File: config.mk
export PLATFORM = sky130hd
export DESIGN_NAME = lru_keyed_pool_table_core
export DESIGN_NICKNAME = d
export VERILOG_FILES = /design/src/design/lkpt_pkg.sv /design/src/design/lru_keyed_pool_table_core.sv /design/src/design/lkpt_ram.sv /design/src/design/lkpt_ctrl.sv /design/src/design/lkpt_datapath.sv
export SDC_FILE = /design/constraint.sdc
export NUM_CORES = 2
export LEC_CHECK = 0
export ABC_CLOCK_PERIOD_IN_PS = 8300
export BUFFER_PORTS_ARGS = -buffer_cell sky130_fd_sc_hd__buf_2
export CAP_MARGIN = 5
export CELL_PAD_IN_SITES_DETAIL_PLACEMENT = 0
export CELL_PAD_IN_SITES_GLOBAL_PLACEMENT = 1
export CORE_UTILIZATION = 45
export DETAILED_ROUTE_END_ITERATION = 12
export PLACE_DENSITY_LB_ADDON = 0.1
export REMOVE_ABC_BUFFERS = 1
export SYNTH_ARGS = -nofsm -noshare
export SYNTH_HDL_FRONTEND = slang
export SYNTH_SLANG_ARGS = --single-unit
File: constraint.sdc
create_clock -name i_clk -period 8.3 [get_ports i_clk]
set_input_delay 0.83 -clock i_clk [delete_from_list [all_inputs] [get_ports i_clk]]
set_output_delay 0.83 -clock i_clk [all_outputs]
set_load 0.01 [all_outputs]
File: src/design/lkpt_pkg.sv
// shared types and constants for the keyed lru pool table
`default_nettype none
package lkpt_pkg;

    localparam int DIM_W      = 16;
    localparam int FMT_W      = 5;
    localparam int SLOT_OUT_W = 4;

    typedef enum logic [1:0] {
        ST_IDLE,
        ST_SCAN,
        ST_UPDATE,
        ST_DONE
    } t_state;

    typedef struct packed {
        logic load;
        logic scan;
        logic update;
    } t_cmd;

    typedef struct packed {
        logic scan_done;
    } t_status;

endpackage
`default_nettype wire

File: src/design/lru_keyed_pool_table_core.sv
// top level of the two-bank keyed lru pool table
// flow: the request is loaded on the accepting edge, the selected bank is scanned, then the list
//   and key ram are updated and the result is shown; a miss scans every entry, a hit stops early
// throughput: one transaction at a time; the key ram scan, one slot per cycle through its single
//   read port, sets the pace
// reset: synchronous active low, both bank counters clear; the receiver cannot stall
`default_nettype none
module lru_keyed_pool_table_core #(
    parameter int TABLE_ENTRIES = 16,
    parameter int WIDTH_BITS    = 16,
    parameter int FORMAT_BITS   = 5
) (
    input  wire logic                          i_clk,
    input  wire logic                          i_rst_n,
    // request transaction
    input  wire logic                          start,
    output logic                               busy,
    input  wire logic [lkpt_pkg::DIM_W-1:0]    i_frame_width,
    input  wire logic [lkpt_pkg::DIM_W-1:0]    i_frame_height,
    input  wire logic [lkpt_pkg::FMT_W-1:0]    i_pixel_format,
    input  wire logic                          i_bank_gpu,
    // result transaction, one cycle strobe
    output logic                               o_valid,
    output logic                               o_hit,
    output logic [lkpt_pkg::SLOT_OUT_W-1:0]    o_slot,
    output logic                               o_evicted,
    output logic [lkpt_pkg::DIM_W-1:0]         o_evicted_width,
    output logic [lkpt_pkg::DIM_W-1:0]         o_evicted_height,
    output logic [lkpt_pkg::FMT_W-1:0]         o_evicted_format
);

    // command and status between the sequencer and the datapath
    lkpt_pkg::t_cmd    cmd;
    lkpt_pkg::t_status status;

    // sequencer: idle, scan the selected bank, update list and key ram, show result
    lkpt_ctrl u_ctrl (
        .i_clk   (i_clk),
        .i_rst_n (i_rst_n),
        .i_start (start),
        .i_status(status),
        .o_cmd   (cmd),
        .o_busy  (busy),
        .o_valid (o_valid)
    );

    // datapath: key ram scanned one slot per cycle, recency list shifted in the update state,
    // lru key captured as the scan passes it so an eviction needs no extra read
    lkpt_datapath #(
        .N (TABLE_ENTRIES),
        .WB(WIDTH_BITS),
        .FB(FORMAT_BITS)
    ) u_dp (
        .i_clk           (i_clk),
        .i_rst_n         (i_rst_n),
        .i_cmd           (cmd),
        .o_status        (status),
        .i_frame_width   (i_frame_width),
        .i_frame_height  (i_frame_height),
        .i_pixel_format  (i_pixel_format),
        .i_bank_gpu      (i_bank_gpu),
        .o_hit           (o_hit),
        .o_slot          (o_slot),
        .o_evicted       (o_evicted),
        .o_evicted_width (o_evicted_width),
        .o_evicted_height(o_evicted_height),
        .o_evicted_format(o_evicted_format)
    );

    // result strobe is a single pulse, never held high
    a_valid_pulse: assert property (@(posedge i_clk) disable iff (!i_rst_n)
        o_valid |=> !o_valid)
        else $error("result strobe held for two cycles");

    // a result always follows the update cycle of the sequencer
    a_valid_after_busy: assert property (@(posedge i_clk) disable iff (!i_rst_n)
        o_valid |-> $past(busy))
        else $error("result strobe without preceding work");

    // a hit never evicts
    a_hit_no_evict: assert property (@(posedge i_clk) disable iff (!i_rst_n)
        (o_valid && o_hit) |-> !o_evicted)
        else $error("eviction reported on a hit");

    // no eviction means zero evicted width and format
    a_evict_zero: assert property (@(posedge i_clk) disable iff (!i_rst_n)
        (o_valid && !o_evicted) |-> (o_evicted_width == '0 && o_evicted_format == '0))
        else $error("evicted key nonzero without eviction");

endmodule
`default_nettype wire

File: src/design/lkpt_ram.sv
// generic simple dual port ram with registered read
`default_nettype none
module lkpt_ram #(
    parameter int WIDTH = 8,
    parameter int DEPTH = 16
) (
    input  wire logic                     i_clk,
    input  wire logic                     i_we,
    input  wire logic [$clog2(DEPTH)-1:0] i_waddr,
    input  wire logic [WIDTH-1:0]         i_wdata,
    input  wire logic [$clog2(DEPTH)-1:0] i_raddr,
    output logic      [WIDTH-1:0]         o_rdata
);

    logic [WIDTH-1:0] r_mem [DEPTH];

    always_ff @(posedge i_clk) begin
        if (i_we) begin
            r_mem[i_waddr] <= i_wdata;
        end
        o_rdata <= r_mem[i_raddr];
    end

endmodule
`default_nettype wire

File: src/design/lkpt_ctrl.sv
// controller state machine for the keyed lru pool table
`default_nettype none
module lkpt_ctrl (
    input  wire logic              i_clk,
    input  wire logic              i_rst_n,
    input  wire logic              i_start,
    input  wire lkpt_pkg::t_status i_status,
    output lkpt_pkg::t_cmd         o_cmd,
    output logic                   o_busy,
    output logic                   o_valid
);

    lkpt_pkg::t_state r_state;
    lkpt_pkg::t_state n_state;
    logic             accept;

    assign accept = i_start && !o_busy;

    always_ff @(posedge i_clk) begin
        if (!i_rst_n) begin
            r_state <= lkpt_pkg::ST_IDLE;
        end else begin
            r_state <= n_state;
        end
    end

    always_comb begin
        n_state = r_state;
        case (r_state)
            lkpt_pkg::ST_IDLE: begin
                if (accept) n_state = lkpt_pkg::ST_SCAN;
            end
            lkpt_pkg::ST_SCAN: begin
                if (i_status.scan_done) n_state = lkpt_pkg::ST_UPDATE;
            end
            lkpt_pkg::ST_UPDATE: begin
                n_state = lkpt_pkg::ST_DONE;
            end
            lkpt_pkg::ST_DONE: begin
                n_state = accept ? lkpt_pkg::ST_SCAN : lkpt_pkg::ST_IDLE;
            end
            default: begin
                n_state = lkpt_pkg::ST_IDLE;
            end
        endcase
    end

    always_comb begin
        o_busy       = 1'b0;
        o_valid      = 1'b0;
        o_cmd.scan   = 1'b0;
        o_cmd.update = 1'b0;
        case (r_state)
            lkpt_pkg::ST_IDLE:   o_busy = 1'b0;
            lkpt_pkg::ST_SCAN: begin
                o_busy     = 1'b1;
                o_cmd.scan = 1'b1;
            end
            lkpt_pkg::ST_UPDATE: begin
                o_busy       = 1'b1;
                o_cmd.update = 1'b1;
            end
            lkpt_pkg::ST_DONE:   o_valid = 1'b1;
            default:             o_busy = 1'b0;
        endcase
        o_cmd.load = i_start && !o_busy;
    end

endmodule
`default_nettype wire

File: src/design/lkpt_datapath.sv
// key store, recency list, bank counters and result registers
`default_nettype none
module lkpt_datapath #(
    parameter int N  = 16,
    parameter int WB = 16,
    parameter int FB = 5
) (
    input  wire logic                          i_clk,
    input  wire logic                          i_rst_n,
    input  wire lkpt_pkg::t_cmd                i_cmd,
    output lkpt_pkg::t_status                  o_status,
    input  wire logic [lkpt_pkg::DIM_W-1:0]    i_frame_width,
    input  wire logic [lkpt_pkg::DIM_W-1:0]    i_frame_height,
    input  wire logic [lkpt_pkg::FMT_W-1:0]    i_pixel_format,
    input  wire logic                          i_bank_gpu,
    output logic                               o_hit,
    output logic [lkpt_pkg::SLOT_OUT_W-1:0]    o_slot,
    output logic                               o_evicted,
    output logic [lkpt_pkg::DIM_W-1:0]         o_evicted_width,
    output logic [lkpt_pkg::DIM_W-1:0]         o_evicted_height,
    output logic [lkpt_pkg::FMT_W-1:0]         o_evicted_format
);

    localparam int DW     = lkpt_pkg::DIM_W;
    localparam int FW     = lkpt_pkg::FMT_W;
    localparam int SO_W   = lkpt_pkg::SLOT_OUT_W;
    localparam int SLOT_W = (N > 1) ? $clog2(N) : 1;
    localparam int CNT_W  = $clog2(N + 1);
    localparam int KEY_W  = 2 * WB + FB;
    localparam int ADDR_W = SLOT_W + 1;
    localparam int DEPTH  = 1 << ADDR_W;

    logic [CNT_W-1:0]  r_count [2];
    logic [CNT_W-1:0]  r_n;
    logic [CNT_W-1:0]  r_idx;
    logic              r_bank;
    logic [KEY_W-1:0]  r_key;
    logic              r_cmp_vld;
    logic [SLOT_W-1:0] r_cmp_slot;
    logic              r_hit;
    logic [SLOT_W-1:0] r_slot;
    logic [KEY_W-1:0]  r_lru_key;
    logic [SLOT_W-1:0] r_rec [2][N];

    logic [KEY_W-1:0]  rd_data;
    logic [SLOT_W-1:0] rec_b  [N];
    logic [SLOT_W-1:0] rec_up [N];
    logic [SLOT_W-1:0] n_rec  [N];
    logic [N-1:0]      eq;
    logic [N-1:0]      ge;
    logic              issue;
    logic              match;
    logic              full;
    logic              promote;
    logic              evict;
    logic [SLOT_W-1:0] sel;
    logic [SLOT_W-1:0] new_slot;
    logic [SLOT_W-1:0] slot_final;
    logic [CNT_W-1:0]  n_m1;
    logic              we;

    always_comb begin
        for (int j = 0; j < N; j++) begin
            rec_b[j] = r_rec[r_bank][j];
        end
    end

    assign issue      = r_idx < r_n;
    assign match      = r_cmp_vld && (rd_data == r_key);
    assign full       = r_n == CNT_W'(N);
    assign promote    = r_hit || full;
    assign evict      = !r_hit && full;
    assign sel        = r_hit ? r_slot : rec_b[0];
    assign new_slot   = r_n[SLOT_W-1:0];
    assign slot_final = promote ? sel : new_slot;
    assign n_m1       = r_n - 1'b1;
    assign we         = i_cmd.update && !r_hit;

    assign o_status.scan_done = match || (!issue && !r_cmp_vld);

    // position of the promoted slot and everything above it in the list
    always_comb begin
        for (int j = 0; j < N; j++) begin
            eq[j] = (rec_b[j] == sel) && (CNT_W'(j) < r_n);
        end
        for (int j = 0; j < N; j++) begin
            ge[j] = 1'b0;
            for (int k = 0; k <= j; k++) begin
                ge[j] = ge[j] | eq[k];
            end
        end
        for (int j = 0; j < N - 1; j++) begin
            rec_up[j] = rec_b[j + 1];
        end
        rec_up[N-1] = rec_b[N-1];
        for (int j = 0; j < N; j++) begin
            n_rec[j] = rec_b[j];
            if (promote) begin
                if (CNT_W'(j) == n_m1) begin
                    n_rec[j] = sel;
                end else if (ge[j] && (CNT_W'(j) < n_m1)) begin
                    n_rec[j] = rec_up[j];
                end
            end else if (CNT_W'(j) == r_n) begin
                n_rec[j] = new_slot;
            end
        end
    end

    lkpt_ram #(
        .WIDTH(KEY_W),
        .DEPTH(DEPTH)
    ) u_key_ram (
        .i_clk  (i_clk),
        .i_we   (we),
        .i_waddr({r_bank, slot_final}),
        .i_wdata(r_key),
        .i_raddr({r_bank, r_idx[SLOT_W-1:0]}),
        .o_rdata(rd_data)
    );

    // control registers
    always_ff @(posedge i_clk) begin
        if (!i_rst_n) begin
            r_count[0] <= '0;
            r_count[1] <= '0;
            r_idx      <= '0;
            r_n        <= '0;
            r_cmp_vld  <= 1'b0;
            r_hit      <= 1'b0;
        end else if (i_cmd.load) begin
            r_n       <= r_count[i_bank_gpu];
            r_idx     <= '0;
            r_cmp_vld <= 1'b0;
            r_hit     <= 1'b0;
        end else if (i_cmd.scan) begin
            r_cmp_vld <= issue;
            if (issue) r_idx <= r_idx + 1'b1;
            if (match) r_hit <= 1'b1;
        end else if (i_cmd.update) begin
            if (!promote) r_count[r_bank] <= r_n + 1'b1;
        end
    end

    // payload registers
    always_ff @(posedge i_clk) begin
        if (i_cmd.load) begin
            r_bank <= i_bank_gpu;
            r_key  <= {WB'(i_frame_width), WB'(i_frame_height), FB'(i_pixel_format)};
        end
        if (i_cmd.scan) begin
            r_cmp_slot <= r_idx[SLOT_W-1:0];
            if (match) r_slot <= r_cmp_slot;
            if (r_cmp_vld && (r_cmp_slot == rec_b[0])) r_lru_key <= rd_data;
        end
        if (i_cmd.update) begin
            for (int j = 0; j < N; j++) begin
                r_rec[r_bank][j] <= n_rec[j];
            end
            o_hit     <= r_hit;
            o_slot    <= SO_W'(slot_final);
            o_evicted <= evict;
            if (evict) begin
                o_evicted_width  <= DW'(r_lru_key[KEY_W-1 -: WB]);
                o_evicted_height <= DW'(r_lru_key[FB +: WB]);
                o_evicted_format <= FW'(r_lru_key[FB-1:0]);
            end else begin
                o_evicted_width  <= '0;
                o_evicted_height <= '0;
                o_evicted_format <= '0;
            end
        end
    end

endmodule
`default_nettype wire
==> flow_summary.ini <==
[sta]
finClkSkew_ns = 0.0270
max_freq_ghz = 0.190
fin_crit_sh_pct = 63.3
slew_headroom_pct = 19.9
final_max_slew_viol_count = 0
post-route-min-period_ns = 5.25
tns_ns = 0
tightestPinTransition_ns = 1.19
final-hold-violation-count = 0
grt_setup_unrepaired = no
setup_viol = 0

[critical_path]
r2r_slack_ns = 3.05
crit_chain = buf_4 -> nor2b_1 -> a21o_1 -> nor2_1 -> a21oi_1 -> nand3_1 -> nor2_4 -> buf_4
crit_slowest_cell = a21o_1
endpoint = u_dp.u_key_ram.r_mem[0][20]$_DFFE_PP_
cp.arrival_ns = 5.69
end_kind = flip-flop
crit_top_cell = buf_4
critPathKind = reg2reg
worstRegToRegCells = 8
critPathMaxFanout = 26
r2r_end = u_dp.u_key_ram.r_mem[0][20]$_DFFE_PP_
critPathMaxStageDelay_ns = 0.80
crit_path_start = u_dp.r_hit$_SDFFE_PP0P_
cp-start-kind = flip-flop
r2r_start = u_dp.r_hit$_SDFFE_PP0P_
critPathRequiredTime_ns = 8.74

[clocking]
cts_tree = built
cts_root_buf = clkbuf_16
clk_pin_slew_ns = 0.06
postCtsResizedCells = 0
h-tree-depth = 4
post_cts_buffers = 0
holdBufCountCts = 0
cts.sinks = 1500
clk_latency_ns = 0.81
cts_buffer_depth = 3
cts_buffers = 158

[layout]
area_growth_pct = 14.3
layout-drive-gt1-share_pct = 28.0
layout_commonest_cell = edfxtp_1
final_cell_mix = edfxtp_1 (1448), mux4_2 (370), clkbuf_16 (158), buf_4 (99), mux2i_1 (95)
finalNonFillerCells = 5016
finish.utilization_pct = 51.9
nNetsFinal = 3185
fin_area_sq_um = 68200
nFillCells = 10396

[logic_synthesis]
yosys_warnings = 0
netlist_instances = 2919
synth_compound_area_share_pct = 2.97
ys_seq_area_share_pct = 74.6
ys_types = 77
synth_ff_type = edfxtp_1
synthAdderAreaFrac_pct = 0.357
synth_xor_area_share_pct = 1.56
synth_top_family_by_area = multiplexers
syn_area_sq_um = 59700
synth_async_sr_flop_share_pct = 0
synthMuxAreaShare_pct = 16.6
syn_area_per_cell_sq_um = 20.4
synth_edf_count = 1448
synthSimpleGateAreaFrac_pct = 2.71
synth_seq_cells = 1500

[floorplanning]
pin_count = 86
initial_core_util_pct = 45.4
fp-row-count = 133
core_sq_um = 131000
dieArea_sq_um = 134000
die_h_um = 366
dieWidth_um = 366

[grt]
grt_pass1_vias = 30137
track_usage_pct = 23.2
antenna_found_initial = 5
grt_pass1_wl_mm = 223
gr-total-overflow = 0
grt_max_degree = 133

[run]
maxCapViolations = 0

[min_path]
hold_class = in2reg
min_from = i_frame_height[0]

[placed_design]
dp.cells = 4718
portBuffers = 85
place_congestion = 0.812
dp_hpwl_mm = 94.5
post_dp_cell_area_sq_um = 62800

[route]
drtPass1Iterations = 6
num_vias = 29204
drc = 0
routed_via_density = 5.82
antenna_left = 0
drtIter0Drc = 2831
wl_per_cell_um = 30.4
drt_wl_total_mm = 153

[pwr]
leakage_uw = 0.0213
total_power_uw = 21700
ir_worst_vdd_v = 0.000205
powerDensity_nw_per_um2 = 318

[status]
status = finished clean
-- cells in the mapped netlist, types with 4 or more instances --
cell	instances	area, sq um
dfxtp_1	52	1040
inv_1	27	101
mux4_2	370	8330
nand3_1	26	130
o221ai_1	6	52.6
mux2i_1	95	951
nand4_1	8	50.1
a222oi_1	4	40.0
nand3b_1	7	52.6
and3_1	9	56.3
o21ai_1	12	60.1
o31ai_1	6	45.0
a31oi_1	9	56.3
edfxtp_1	1448	43500
mux2_2	49	552
and2_1	41	257
nor3_1	13	65.1
a22oi_1	11	82.6
xnor2_1	67	587
nand2_1	94	353
o211a_1	5	50.1
ha_1	17	213
buf_2	7	35.0
nand2b_1	9	56.3
buf_1	30	113
a211oi_1	12	90.1
buf_6	4	45.0
a21oi_1	66	330
a21o_1	4	30.0
xor2_1	39	342
clkbuf_1	96	360
nor4_1	13	81.3
o211ai_1	14	105
a31o_2	5	43.8
nor2b_1	7	43.8
nor2_1	107	402
o21ai_0	58	290
o22ai_1	11	68.8
-- layout make-up --
cell class	count	area [sq um]	area share, %
inverters	27	101	0.149
repair buffers	189	1270	1.86
flip-flops and latches	1500	44500	65.3
diodes	1	2.50	0.00367
multi-input cells	1251	14800	21.7
clock buffers	199	4220	6.19
clock inverters	94	1080	1.58
well taps	1755	2200	3.22
-- worst min-delay path by stage --
| stage | to | cells past startpoint |
|---|---|---|
| 2_1_floorplan | u_dp.r_lru_key[1]$_DFFE_PP_ | 0 |
| 3_3_place_gp | u_dp.r_lru_key[1]$_DFFE_PP_ | 0 |
| 3_5_place_dp | u_dp.r_lru_key[9]$_DFFE_PP_ | 0 |
| 4_1_cts | u_dp.r_key[5]$_DFFE_PP_ | 1 |
| 5_1_grt | u_dp.r_key[5]$_DFFE_PP_ | 1 |
| 6_report | u_dp.r_key[5]$_DFFE_PP_ | 1 |
-- cell families (layout without fill, tap and decap cells) --
logic type                 Yosys count  after routing
other                                0              1
buffers and inverters              168            509
DFF                               1500           1500
and+or+nand+nor                    343            343
AOI/OAI and AO/OA                  265            265
xor gates and xnor gates           106            106
adders and majority gates           17             17
muxes                              520            520
-- power breakdown --
| group | total (uW) | switching (uW) | internal (uW) |
|---|---|---|---|
| Combinational | 4930 | 3200 | 1720 |
| Sequential | 9600 | 280 | 9320 |
| Clock | 7150 | 2980 | 4170 |
| Total | 21700 | 6470 | 15200 |
-- sequential cells by signal, summed over array words and instances (netlist names), 5 cells and up, named ones only --
signal and count:
u_dp.u_key_ram.r_mem 1184, u_dp.r_rec 128, u_dp.r_key 37, u_dp.r_lru_key 37, u_dp.u_key_ram.o_rdata 37, u_dp.o_evicted_height 16, u_dp.o_evicted_width 16, u_dp.r_count 10
u_dp.o_evicted_format 5, u_dp.r_idx 5, u_dp.r_n 5
-- layer usage --
metal	part of all wire, %	GRT usage, %	vias up	wire [um]
met3	4.8	3.49	182	7350
met5	0	0	-	0
met4	1.9	5.98	0	2950
met2	50	38.2	842	76500
li1	-	-	12485	-
met1	43	32.5	15695	65900
-- critical path, delay by kind of cell (launching register included) --
family	cells	cell delay [ns]
buf+inv	2	0.89
simple gates	4	2.14
compound gates	2	1.22
flops	1	0.60
-- through the flow --
stage / hold slack [ns] / setup WS, ns
floorplan: 0.408 / -5.57
global placement: 0.424 / 3.12
detailed placement: 0.424 / 2.93
CTS: 0.115 / 2.92
global route: 0.156 / 2.78
finish: 0.191 / 3.05
(Power assumes the default switching activity.)
